$ cat src/hcb_pkg.sv
`timescale 1ns / 1ps

package hcb_pkg;

  // One raw byte of the chunked body, with its end marker.
  typedef struct packed {
    logic [7:0] in_byte;
    logic       in_last;
  } hcb_in_t;

  // One result item: a payload byte and/or the end-of-body report.
  typedef struct packed {
    logic [7:0]  out_byte;
    logic        payload_valid;
    logic        end_of_body;
    logic [1:0]  end_status;
    logic [31:0] decoded_count;
  } hcb_out_t;

  // Decoder phases.
  typedef enum logic [2:0] {
    PH_LEAD    = 3'd0,
    PH_DIGITS  = 3'd1,
    PH_LINE    = 3'd2,
    PH_PAYLOAD = 3'd3,
    PH_GAP     = 3'd4,
    PH_DONE    = 3'd5
  } hcb_phase_t;

  // End status codes.
  localparam logic [1:0] ST_TERMINATED = 2'd0;
  localparam logic [1:0] ST_OPEN       = 2'd1;
  localparam logic [1:0] ST_TRUNCATED  = 2'd2;

  // Character codes used by the size line parser.
  localparam logic [7:0] CH_SPACE = 8'h20;
  localparam logic [7:0] CH_TAB   = 8'h09;
  localparam logic [7:0] CH_CR    = 8'h0D;
  localparam logic [7:0] CH_LF    = 8'h0A;

  // Number of gap bytes after each chunk's payload.
  localparam logic [1:0] GAP_BYTES = 2'd2;

  // Returns {is_hex, value} for one byte.
  function automatic logic [4:0] hex_digit(input logic [7:0] b);
    logic [4:0] r;
    r = 5'd0;
    if (b >= 8'h30 && b <= 8'h39) begin
      r = {1'b1, 4'(b - 8'h30)};
    end else if (b >= 8'h61 && b <= 8'h66) begin
      r = {1'b1, 4'(b - 8'h57)};
    end else if (b >= 8'h41 && b <= 8'h46) begin
      r = {1'b1, 4'(b - 8'h37)};
    end
    return r;
  endfunction

endpackage

$ cat src/hcb_step.sv
`timescale 1ns / 1ps

module hcb_step #(
  parameter int COUNT_WIDTH = 32
) (
  input  logic             clk,
  input  logic             rst_n,
  input  logic             item_fire,
  input  hcb_pkg::hcb_in_t item,
  output logic             res_valid,
  output hcb_pkg::hcb_out_t res
);

  localparam int CW = COUNT_WIDTH;

  hcb_pkg::hcb_phase_t phase_r, phase_nxt;
  logic [CW-1:0] acc_r, acc_nxt;
  logic [CW-1:0] rem_r, rem_nxt;
  logic          cr_r, cr_nxt;
  logic [1:0]    trail_r, trail_nxt;
  logic [31:0]   total_r, total_nxt;

  logic [4:0]    hex;
  logic [CW-1:0] acc_shift;
  logic [CW-1:0] rem_dec;
  logic [1:0]    trail_dec;
  logic          pay;

  // State registers; reset puts the decoder at the start of a size line.
  always_ff @(posedge clk) begin
    if (!rst_n) begin
      phase_r <= hcb_pkg::PH_LEAD;
      acc_r   <= '0;
      rem_r   <= '0;
      cr_r    <= 1'b0;
      trail_r <= 2'd0;
      total_r <= 32'd0;
    end else if (item_fire) begin
      phase_r <= phase_nxt;
      acc_r   <= acc_nxt;
      rem_r   <= rem_nxt;
      cr_r    <= cr_nxt;
      trail_r <= trail_nxt;
      total_r <= total_nxt;
    end
  end

  // Datapath helpers. The size saturates once any of its top four bits is set.
  assign hex       = hcb_pkg::hex_digit(item.in_byte);
  assign acc_shift = (|acc_r[CW-1:CW-4]) ? {CW{1'b1}} : {acc_r[CW-5:0], hex[3:0]};
  assign rem_dec   = (rem_r == '0) ? '0 : rem_r - CW'(1);
  assign trail_dec = (trail_r == 2'd0) ? 2'd0 : trail_r - 2'd1;

  // Next state and result for one item.
  always_comb begin
    phase_nxt = phase_r;
    acc_nxt   = acc_r;
    rem_nxt   = rem_r;
    cr_nxt    = cr_r;
    trail_nxt = trail_r;
    total_nxt = total_r;
    pay       = 1'b0;

    case (phase_r)
      hcb_pkg::PH_LEAD, hcb_pkg::PH_DIGITS: begin
        if (phase_r == hcb_pkg::PH_LEAD &&
            (item.in_byte == hcb_pkg::CH_SPACE || item.in_byte == hcb_pkg::CH_TAB)) begin
          phase_nxt = phase_r;
        end else if (hex[4]) begin
          acc_nxt   = acc_shift;
          phase_nxt = hcb_pkg::PH_DIGITS;
        end else begin
          // The number ends here; the rest of the line is skipped up to CR LF.
          cr_nxt    = (item.in_byte == hcb_pkg::CH_CR);
          phase_nxt = hcb_pkg::PH_LINE;
        end
      end
      hcb_pkg::PH_LINE: begin
        if (cr_r && item.in_byte == hcb_pkg::CH_LF) begin
          cr_nxt    = 1'b0;
          acc_nxt   = '0;
          rem_nxt   = acc_r;
          phase_nxt = (acc_r == '0) ? hcb_pkg::PH_DONE : hcb_pkg::PH_PAYLOAD;
        end else begin
          cr_nxt = (item.in_byte == hcb_pkg::CH_CR);
        end
      end
      hcb_pkg::PH_PAYLOAD: begin
        pay       = 1'b1;
        total_nxt = (total_r == 32'hFFFF_FFFF) ? total_r : total_r + 32'd1;
        rem_nxt   = rem_dec;
        if (rem_dec == '0) begin
          trail_nxt = hcb_pkg::GAP_BYTES;
          phase_nxt = hcb_pkg::PH_GAP;
        end
      end
      hcb_pkg::PH_GAP: begin
        trail_nxt = trail_dec;
        if (trail_dec == 2'd0) begin
          acc_nxt   = '0;
          phase_nxt = hcb_pkg::PH_LEAD;
        end
      end
      default: begin
        phase_nxt = hcb_pkg::PH_DONE;
      end
    endcase

    // Result fields.
    res_valid         = pay || item.in_last;
    res.out_byte      = pay ? item.in_byte : 8'd0;
    res.payload_valid = pay;
    res.end_of_body   = item.in_last;
    res.end_status    = hcb_pkg::ST_TERMINATED;
    res.decoded_count = 32'd0;
    if (item.in_last) begin
      if (phase_nxt == hcb_pkg::PH_DONE) begin
        res.end_status = hcb_pkg::ST_TERMINATED;
      end else if (phase_nxt == hcb_pkg::PH_PAYLOAD) begin
        res.end_status = hcb_pkg::ST_TRUNCATED;
      end else begin
        res.end_status = hcb_pkg::ST_OPEN;
      end
      res.decoded_count = total_nxt;

      // The last byte closes the body; the next byte starts a fresh one.
      phase_nxt = hcb_pkg::PH_LEAD;
      acc_nxt   = '0;
      rem_nxt   = '0;
      cr_nxt    = 1'b0;
      trail_nxt = 2'd0;
      total_nxt = 32'd0;
    end
  end

endmodule

$ cat src/http_chunked_body_decoder.sv
`timescale 1ns / 1ps

// Channel  Direction  Type                 Handshake
// in_      input      hcb_pkg::hcb_in_t    in_valid / in_stall
// out_     output     hcb_pkg::hcb_out_t   out_valid / out_stall
//
// One byte per cycle sustained while the output is not stalled; a byte's result passes
// through the input register, then the decode step into the result register.
// The decoder state updates in the same cycle a byte leaves the input register through the decode step.
// Reset is synchronous and active low.
// While the result register is stalled, the input register still takes one more item.
// Bytes that produce no result free the pipeline at once.

module http_chunked_body_decoder #(
  parameter int COUNT_WIDTH = 32
) (
  input  logic               clk,
  input  logic               rst_n,
  input  logic               in_valid,
  output logic               in_stall,
  input  hcb_pkg::hcb_in_t   in_data,
  output logic               out_valid,
  input  logic               out_stall,
  output hcb_pkg::hcb_out_t  out_data
);

  logic              s1_valid_r;
  hcb_pkg::hcb_in_t  s1_item_r;
  logic              out_valid_r;
  hcb_pkg::hcb_out_t out_data_r;

  logic              advance;
  logic              step_fire;
  logic              res_valid;
  hcb_pkg::hcb_out_t res;

  // The pipeline moves when the result register is empty or being taken.
  assign advance   = !out_valid_r || !out_stall;
  assign step_fire = s1_valid_r && advance;
  assign in_stall  = s1_valid_r && !advance;

  // Input register.
  always_ff @(posedge clk) begin
    if (!rst_n) begin
      s1_valid_r <= 1'b0;
    end else if (!in_stall) begin
      s1_valid_r <= in_valid;
    end
  end

  always_ff @(posedge clk) begin
    if (!in_stall && in_valid) begin
      s1_item_r <= in_data;
    end
  end

  // Decode step and state.
  hcb_step #(
    .COUNT_WIDTH(COUNT_WIDTH)
  ) u_step (
    .clk      (clk),
    .rst_n    (rst_n),
    .item_fire(step_fire),
    .item     (s1_item_r),
    .res_valid(res_valid),
    .res      (res)
  );

  // Result register.
  always_ff @(posedge clk) begin
    if (!rst_n) begin
      out_valid_r <= 1'b0;
    end else if (advance) begin
      out_valid_r <= step_fire && res_valid;
    end
  end

  always_ff @(posedge clk) begin
    if (step_fire && res_valid) begin
      out_data_r <= res;
    end
  end

  assign out_valid = out_valid_r;
  assign out_data  = out_data_r;

`ifndef SYNTHESIS
  // Every result carries a payload byte or closes the body.
  a_result_has_cause: assert property (@(posedge clk) disable iff (!rst_n)
    out_valid |-> (out_data.payload_valid || out_data.end_of_body))
    else $error("result item with neither payload nor end of body");

  // Status and count are zero except on the end-of-body result.
  a_quiet_fields: assert property (@(posedge clk) disable iff (!rst_n)
    (out_valid && !out_data.end_of_body) |->
      (out_data.end_status == hcb_pkg::ST_TERMINATED && out_data.decoded_count == 32'd0))
    else $error("end fields set on a result that is not the end of body");

  // Input stalls only when both registers are full and the output is held.
  a_stall_cause: assert property (@(posedge clk) disable iff (!rst_n)
    in_stall |-> (s1_valid_r && out_valid_r && out_stall))
    else $error("input stalled without a full pipeline");

  // The end status is always one of the defined codes.
  a_no_status_code3: assert property (@(posedge clk) disable iff (!rst_n)
    out_valid |-> (out_data.end_status <= hcb_pkg::ST_TRUNCATED))
    else $error("undefined end status code");
`endif

endmodule

$ cat config.mk
export PLATFORM = sky130hd
export DESIGN_NAME = http_chunked_body_decoder
export DESIGN_NICKNAME = d
export VERILOG_FILES = /design/src/hcb_pkg.sv /design/src/hcb_step.sv /design/src/http_chunked_body_decoder.sv
export SDC_FILE = /design/constraint.sdc
export NUM_CORES = 1
export LEC_CHECK = 0
export ABC_AREA = 1
export BUFFER_PORTS_ARGS = -buffer_cell sky130_fd_sc_hd__buf_2
export CAP_MARGIN = 15
export CORE_UTILIZATION = 46
export CTS_CLUSTER_DIAMETER = 30
export DETAILED_ROUTE_END_ITERATION = 8
export HOLD_SLACK_MARGIN = 0.1
export SLEW_MARGIN = 40
export SYNTH_ARGS = -nofsm -noshare
export SYNTH_HDL_FRONTEND = slang
export SYNTH_SLANG_ARGS = --single-unit
$ cat constraint.sdc
create_clock -name clk -period 4.4 [get_ports clk]
set_input_delay 0.22 -clock clk [delete_from_list [all_inputs] [get_ports clk]]
set_output_delay 0.22 -clock clk [all_outputs]
set_load 0.02 [all_outputs]
==> results.sh, run 1 <==
export IMPL_grt_max_degree=58
export IMPL_antenna_cells=0
export IMPL_fin_hold_ws_ps=205.8
export IMPL_nets=1283
export IMPL_hold_violations=0
export IMPL_cts_resized=0
export IMPL_required_ps=4680
export IMPL_maxCapViolations=0
export IMPL_clk_latency_ps=430
export IMPL_tightest_slew_ps=808.7
export IMPL_reg2reg_slack_ps=1480
export IMPL_rsz0062_at_grt="false"
export IMPL_drtPass1Iterations=5
export IMPL_wl_per_cell_um=16.08
export IMPL_ys_ff_latch=157
export IMPL_gp_congestion=0.9027
export IMPL_finalCritPeriodShare_pct=66.40
export IMPL_path_buf_inv=3
export IMPL_hold_path_end="u_step.trail_r[0]$_SDFFE_PN0P_"
export IMPL_crit_chain="inv_1 > ha_1 > nand3_1 > nor2_1 > nand2_1 > and3_1 > nor2_1 > o21ai_2 > buf_4 > inv_1 > o21ai_0 > nor2_1 > a211oi_1"
export IMPL_synth_flop_cell="dfxtp_1"
export IMPL_worstPathMaxFanout=36
export IMPL_cp_top_family="buffers and inverters"
export IMPL_die_area_um2=19790
export IMPL_drive_above_1_share_pct=13.02
export IMPL_hold_class="primary input to register"
export IMPL_cp_end_kind="register"
export IMPL_synth_distinct_cells=48
export IMPL_cts_hold_buffers=11
export IMPL_syn_avg_cell_area_um2=7.268
export IMPL_synth_seq_area_share_pct=41.53
export IMPL_syn_inst=1217
export IMPL_hold_depth=3
export IMPL_wl_mm=24.26
export IMPL_antenna_left=0
export IMPL_max_freq_mhz=342.3
export IMPL_setup_worst_path_start_class="register"
export IMPL_numCtsBuffers=17
export IMPL_fin_skew_ps=11.28
export IMPL_rows=50
export IMPL_worst_setup_path_type="register to register"
export IMPL_grt_pass1_vias=7512
export IMPL_syn_num_nets=1238
export IMPL_grt_overflow_total=0
export IMPL_cts_tree="yes"
export IMPL_drt_initial_drc_count=715
export IMPL_dp_hpwl_mm=17.40
export IMPL_cpMostUsedCell="nor2_1"
export IMPL_numPortBuffers=58
export IMPL_slew_headroom_pct=45.96
export IMPL_root_buffer="clkbuf_16"
export IMPL_slew_viol_final=0
export IMPL_grt_pass1_wl_mm=39.76
export IMPL_grt_usage_pct=25.56
export IMPL_status="finished, final reports clean"
export IMPL_arrival_ps=3200
export IMPL_start_util_pct=47.13
export IMPL_crit_path_top_delay_cell="inv_1"
export IMPL_syn_area_um2=8845
export IMPL_drc=0
export IMPL_syn2layout_area_growth_pct=12.92
export IMPL_grt_antenna_before_repair=0
export IMPL_tns_ps=0
export IMPL_cts_setup_buffers=0
export IMPL_synth_edf_count=53
export IMPL_via_per_inst=5.437
export IMPL_core_um2=18770
export IMPL_power_density_nw_per_um2=355.8
export IMPL_clkSlewWorstSetupHoldPaths_ps=60
export IMPL_placed_cell_area_um2=9294
export IMPL_path_depth=13
export IMPL_die_width_um=140.7
export IMPL_crit_path_max_incr_delay_ps=560
export IMPL_p_leak_nw=3.860
export IMPL_rr_startpoint="s1_item_r[1]$_DFFE_PP_"
export IMPL_cts_buffer_depth=2
export IMPL_period_minus_slack_ps=2922
export IMPL_cts_sinks=157
export IMPL_vias=8204
export IMPL_vdd_drop_max_v=0.0002820
export IMPL_die_h_um=140.7
export IMPL_r2r_cells=13
export IMPL_ys_warn_count=0
export IMPL_worstReg2RegEnd="u_step.rem_r[24]$_SDFFE_PN0P_"
export IMPL_h_tree_depth=4
export IMPL_worstHoldStart="rst_n"
export IMPL_final_area_um2=9987
export IMPL_setup_viol=0
export IMPL_io_pins=59
export IMPL_synth_async_reset_ratio_pct=0
-- state kept, by name, summed over array words and instances, names as in the netlist --
signal	cells
s1_item_r	9
u_step.cr_r	1
u_step.acc_r	32
u_step.total_r	32
u_step.phase_r	3
u_step.trail_r	2
out_valid	1
s1_valid_r	1
u_step.rem_r	32
out_data	44
-- how the worst max path moves through the flow --
stage / startpoint / to / slack [ps]
4_1_cts: s1_item_r[1]$_DFFE_PP_ / u_step.rem_r[24]$_SDFFE_PN0P_ / 1470
3_5_place_dp: s1_item_r[1]$_DFFE_PP_ / u_step.rem_r[24]$_SDFFE_PN0P_ / 1480
2_1_floorplan: u_step.phase_r[2]$_SDFFE_PN0P_ / out_data[0]$_SDFFCE_PN0P_ / 990
3_3_place_gp: s1_item_r[1]$_DFFE_PP_ / u_step.rem_r[26]$_SDFFE_PN0P_ / 1530
6_report: s1_item_r[1]$_DFFE_PP_ / u_step.rem_r[24]$_SDFFE_PN0P_ / 1480
5_1_grt: s1_item_r[1]$_DFFE_PP_ / u_step.rem_r[22]$_SDFFE_PN0P_ / 1180
-- where the power goes --
group	internal [mW]	total [mW]	switching, mW
clock	0.822	1.45	0.632
sequential	1.53	1.56	0.0324
combinational	0.157	0.539	0.382
-- tightest hold or removal path: cells and delay by family --
kind / cells / cell delay [ps]
buf+inv: 1 / 220
simple gates: 2 / 140
-- layout make-up --
cell class,instances,area (um2)
fill,1875,8781
multi-input combinational,891,4518
sequential,157,3674
timing repair buffer,80,483.0
clock buffer,19,452.9
inverter,115,439.2
tap,234,292.8
clock inverter,13,127.6
-- layout by cell type, fill, tap and decap left out, drive strengths merged, types with 13 or more instances in the layout --
master	synthesis	layout
inv	113	120
nand3	85	85
xnor2	13	13
clkbuf	42	19
o21ai	85	85
nor3	27	27
xor2	20	20
edfxtp	53	53
nand2	247	247
buf	12	69
or2	23	23
nor2	199	199
a21oi	99	99
dfxtp	104	104
nand4	25	25
-- synth_stat cells, types with 9 or more instances --
| cell | number | area (um2) |
|---|---|---|
| nand2_1 | 237 | 889.6 |
| nor2_1 | 177 | 664.4 |
| dfxtp_1 | 104 | 2082 |
| inv_1 | 104 | 390.4 |
| a21oi_1 | 99 | 495.5 |
| nand3_1 | 81 | 405.4 |
| o21ai_0 | 70 | 350.3 |
| edfxtp_1 | 53 | 1592 |
| clkbuf_1 | 41 | 153.9 |
| nand4_1 | 24 | 150.1 |
| nor3_1 | 24 | 120.1 |
| xor2_1 | 20 | 175.2 |
| or2_1 | 15 | 93.84 |
| nor2_2 | 14 | 87.58 |
| o21ai_1 | 14 | 70.07 |
| xnor2_1 | 13 | 113.9 |
| a221oi_1 | 11 | 96.34 |
| a211oi_1 | 9 | 67.56 |
| buf_2 | 9 | 45.04 |
| inv_2 | 9 | 33.78 |
| nor4_1 | 9 | 56.30 |
| o22ai_1 | 9 | 56.30 |
-- routing by layer --
metal	up-vias	GRT usage [%]	routed length, um
met5	-	0	0
met4	0	7.437	283
met3	24	5.129	1590
met2	239	35.79	9948
met1	3789	39.12	12440
li1	4152	-	-
-- cells by family after synthesis --
| group | Yosys count | synth area share, % |
|---|---|---|
| and+or+nand+nor | 622 | 32.10 |
| adders and majority gates | 8 | 1.132 |
| AOI/OAI and AO/OA | 228 | 14.34 |
| DFF | 157 | 41.53 |
| xor gates and xnor gates | 33 | 3.268 |
| buffers and inverters | 169 | 7.625 |
-- through the flow --
stage | utilization, % | setup WS [ps] | power (mW) | cells
after global placement | 49.47 | 1526 | 2.112 | 1466
after global routing | 53.21 | 1181 | 3.702 | 1509
after CTS | 53.20 | 1469 | 3.577 | 1509
after detailed placement | 49.52 | 1477 | 2.114 | 1466
after floorplan | - | 987.8 | 1.982 | 1217
final | 53.21 | 1478 | 3.554 | 1509
Note: power is estimated with default switching activity, not from simulation.
==> run 2, diff against run 1 <==
--- a/config.mk
+++ b/config.mk
@@ -12,6 +12,7 @@
 export CTS_CLUSTER_DIAMETER = 30
 export DETAILED_ROUTE_END_ITERATION = 8
 export HOLD_SLACK_MARGIN = 0.1
+export PLACE_DENSITY = 0.66
 export SLEW_MARGIN = 40
 export SYNTH_ARGS = -nofsm -noshare
 export SYNTH_HDL_FRONTEND = slang
==> constraint.sdc (replaced) <==
create_clock -name clk -period 2.4 [get_ports clk]
set_input_delay 0.12 -clock clk [delete_from_list [all_inputs] [get_ports clk]]
set_output_delay 0.12 -clock clk [all_outputs]
set_load 0.02 [all_outputs]
==> run 2 against run 1 <==
Against the previous run: utilization is 3.7 points higher; total power is 89% higher; final area is 7.0% higher; critical path depth stayed put; non-clock buffer count is 52 higher; worst hold slack better by 180 ps; register-to-register slack worse by 1500 ps; fmax is 23% higher; first-iteration DRC count is 1.1% lower; routed wire length is 3.9% higher; count of clock-buffer cells in the layout is 1 higher; highest routed layer unchanged.
==> results.sh, run 2 (synthesis results as in run 1) <==
export IMPL_status="finished, final reports clean"
export IMPL_crit_path_top_delay_cell="edfxtp_1"
export IMPL_wl_mm=25.20
export IMPL_dp_hpwl_mm=17.24
export IMPL_path_buf_inv=3
export IMPL_setup_viol=0
export IMPL_fill_cells=1757
export IMPL_root_buffer="clkbuf_16"
export IMPL_grt_usage_pct=25.54
export IMPL_io_pins=59
export IMPL_r2r_cells=13
export IMPL_clk_latency_ps=440
export IMPL_finalCritPeriodShare_pct=99.05
export IMPL_maxCapViolations=0
export IMPL_grt_overflow_total=0
export IMPL_arrival_ps=2750
export IMPL_power_density_nw_per_um2=629.8
export IMPL_antenna_cells=0
export IMPL_hold_class="primary input to register"
export IMPL_die_area_um2=19790
export IMPL_via_per_inst=5.512
export IMPL_grt_pass1_wl_mm=39.96
export IMPL_drive_above_1_share_pct=19.19
export IMPL_slew_headroom_pct=48.24
export IMPL_fin_skew_ps=13.51
export IMPL_cp_end_kind="register"
export IMPL_largest_reg_flops=44
export IMPL_grt_pass1_vias=7935
export IMPL_worst_setup_path_type="register to register"
export IMPL_max_freq_mhz=420.7
export IMPL_multi_input_area_um2=4692
export IMPL_cts_tree="yes"
export IMPL_h_tree_depth=4
export IMPL_final_cells=1563
export IMPL_hold_depth=2
export IMPL_grt_antenna_before_repair=0
export IMPL_gp_congestion=0.9562
export IMPL_cp_top_family="simple AND/OR/NAND/NOR gates"
export IMPL_die_width_um=140.7
export IMPL_hold_violations=0
export IMPL_vias=8616
export IMPL_vdd_drop_max_v=0.0005306
export IMPL_grt_max_degree=72
export IMPL_required_ps=2770
export IMPL_final_common_cell="nand2_1"
export IMPL_largest_register="out_data"
export IMPL_final_cell_mix="nand2_1 (233), nor2_1 (157), a21oi_1 (99)"
export IMPL_placed_cell_area_um2=9580
export IMPL_start_util_pct=47.13
export IMPL_cts_sinks=157
export IMPL_core_um2=18770
export IMPL_die_h_um=140.7
export IMPL_drc=0
export IMPL_wl_per_cell_um=16.12
export IMPL_p_leak_nw=4.196
export IMPL_numPortBuffers=58
export IMPL_drt_initial_drc_count=707
export IMPL_tightest_slew_ps=775.6
export IMPL_crit_chain="inv_2 > ha_1 > nand3_1 > nand3_1 > and3_4 > nor2_1 > nand2_1 > o211ai_2 > nor3_4 > buf_4 > clkbuf_16 > o21ai_0 > a21oi_1"
export IMPL_syn2layout_area_growth_pct=20.84
export IMPL_place_inst=1497
export IMPL_final_area_um2=10690
export IMPL_cpMostUsedCell="nand3_1"
export IMPL_antenna_left=0
export IMPL_path_depth=13
export IMPL_period_minus_slack_ps=2377
export IMPL_numCtsBuffers=17
export IMPL_nets=1337
export IMPL_slew_viol_final=0
export IMPL_tns_ps=0
export IMPL_cts_buffer_depth=2
export IMPL_worstPathMaxFanout=16
export IMPL_rows=50
export IMPL_crit_path_max_incr_delay_ps=440
export IMPL_setup_worst_path_start_class="register"
export IMPL_rsz0062_at_grt="true"
export IMPL_ff_latch_area_um2=3681
export IMPL_clkSlewWorstSetupHoldPaths_ps=70
export IMPL_drtPass1Iterations=5
-- run 2: stage by stage --
step	power (mW)	worst slack, ps	hold slack (ps)	utilization (%)
after floorplan	3.634	216.3	218.9	-
after global placement	3.921	87.82	295.9	51.05
after detailed placement	3.922	18.95	298.1	51.05
after CTS	6.621	11.93	377.9	54.92
after global routing	6.983	-67.19	383.6	56.95
final	6.731	22.80	383.8	56.95
-- run 2: what timing repair did --
action,CTS,global route
resized for setup,0,56
hold endpoints to repair,23,0
setup buffers,0,16
endpoints found under the setup margin,0,43
hold buffers,14,0
-- run 2: worst paths after layout --
kind / startpoint / end / slack [ps]
worst min register to register: u_step.acc_r[25]$_SDFFE_PN0P_ / u_step.acc_r[25]$_SDFFE_PN0P_ / 470
worst max-delay path: s1_item_r[2]$_DFFE_PP_ / u_step.acc_r[9]$_SDFFE_PN0P_ / 20
worst max register to register: s1_item_r[2]$_DFFE_PP_ / u_step.acc_r[9]$_SDFFE_PN0P_ / 20
worst min-delay path: in_data[7] / s1_item_r[7]$_DFFE_PP_ / 380
-- run 2: metal layers --
layer	routed length, um	global-route usage [%]	vias to the layer above
met5	0	0	-
met4	553	8.410	0
met3	1583	4.620	47
met2	11320	40.01	308
met1	11740	35.55	3988
li1	-	-	4273
-- run 2: power by group --
group / internal [mW] / total [mW] / switching (mW)
Sequential: 2.80 / 2.85 / 0.0534
Clock: 1.46 / 2.70 / 1.24
Combinational: 0.400 / 1.18 / 0.776
Total: 4.66 / 6.73 / 2.07
-- run 2: layout make-up --
class	count	share of cell area, %
clock buffers	20	4.378
clock inverters	12	1.112
flip-flops and latches	157	34.44
inverters	115	4.086
well taps	234	2.739
multi-input cells	893	43.90
repair buffers	132	9.342
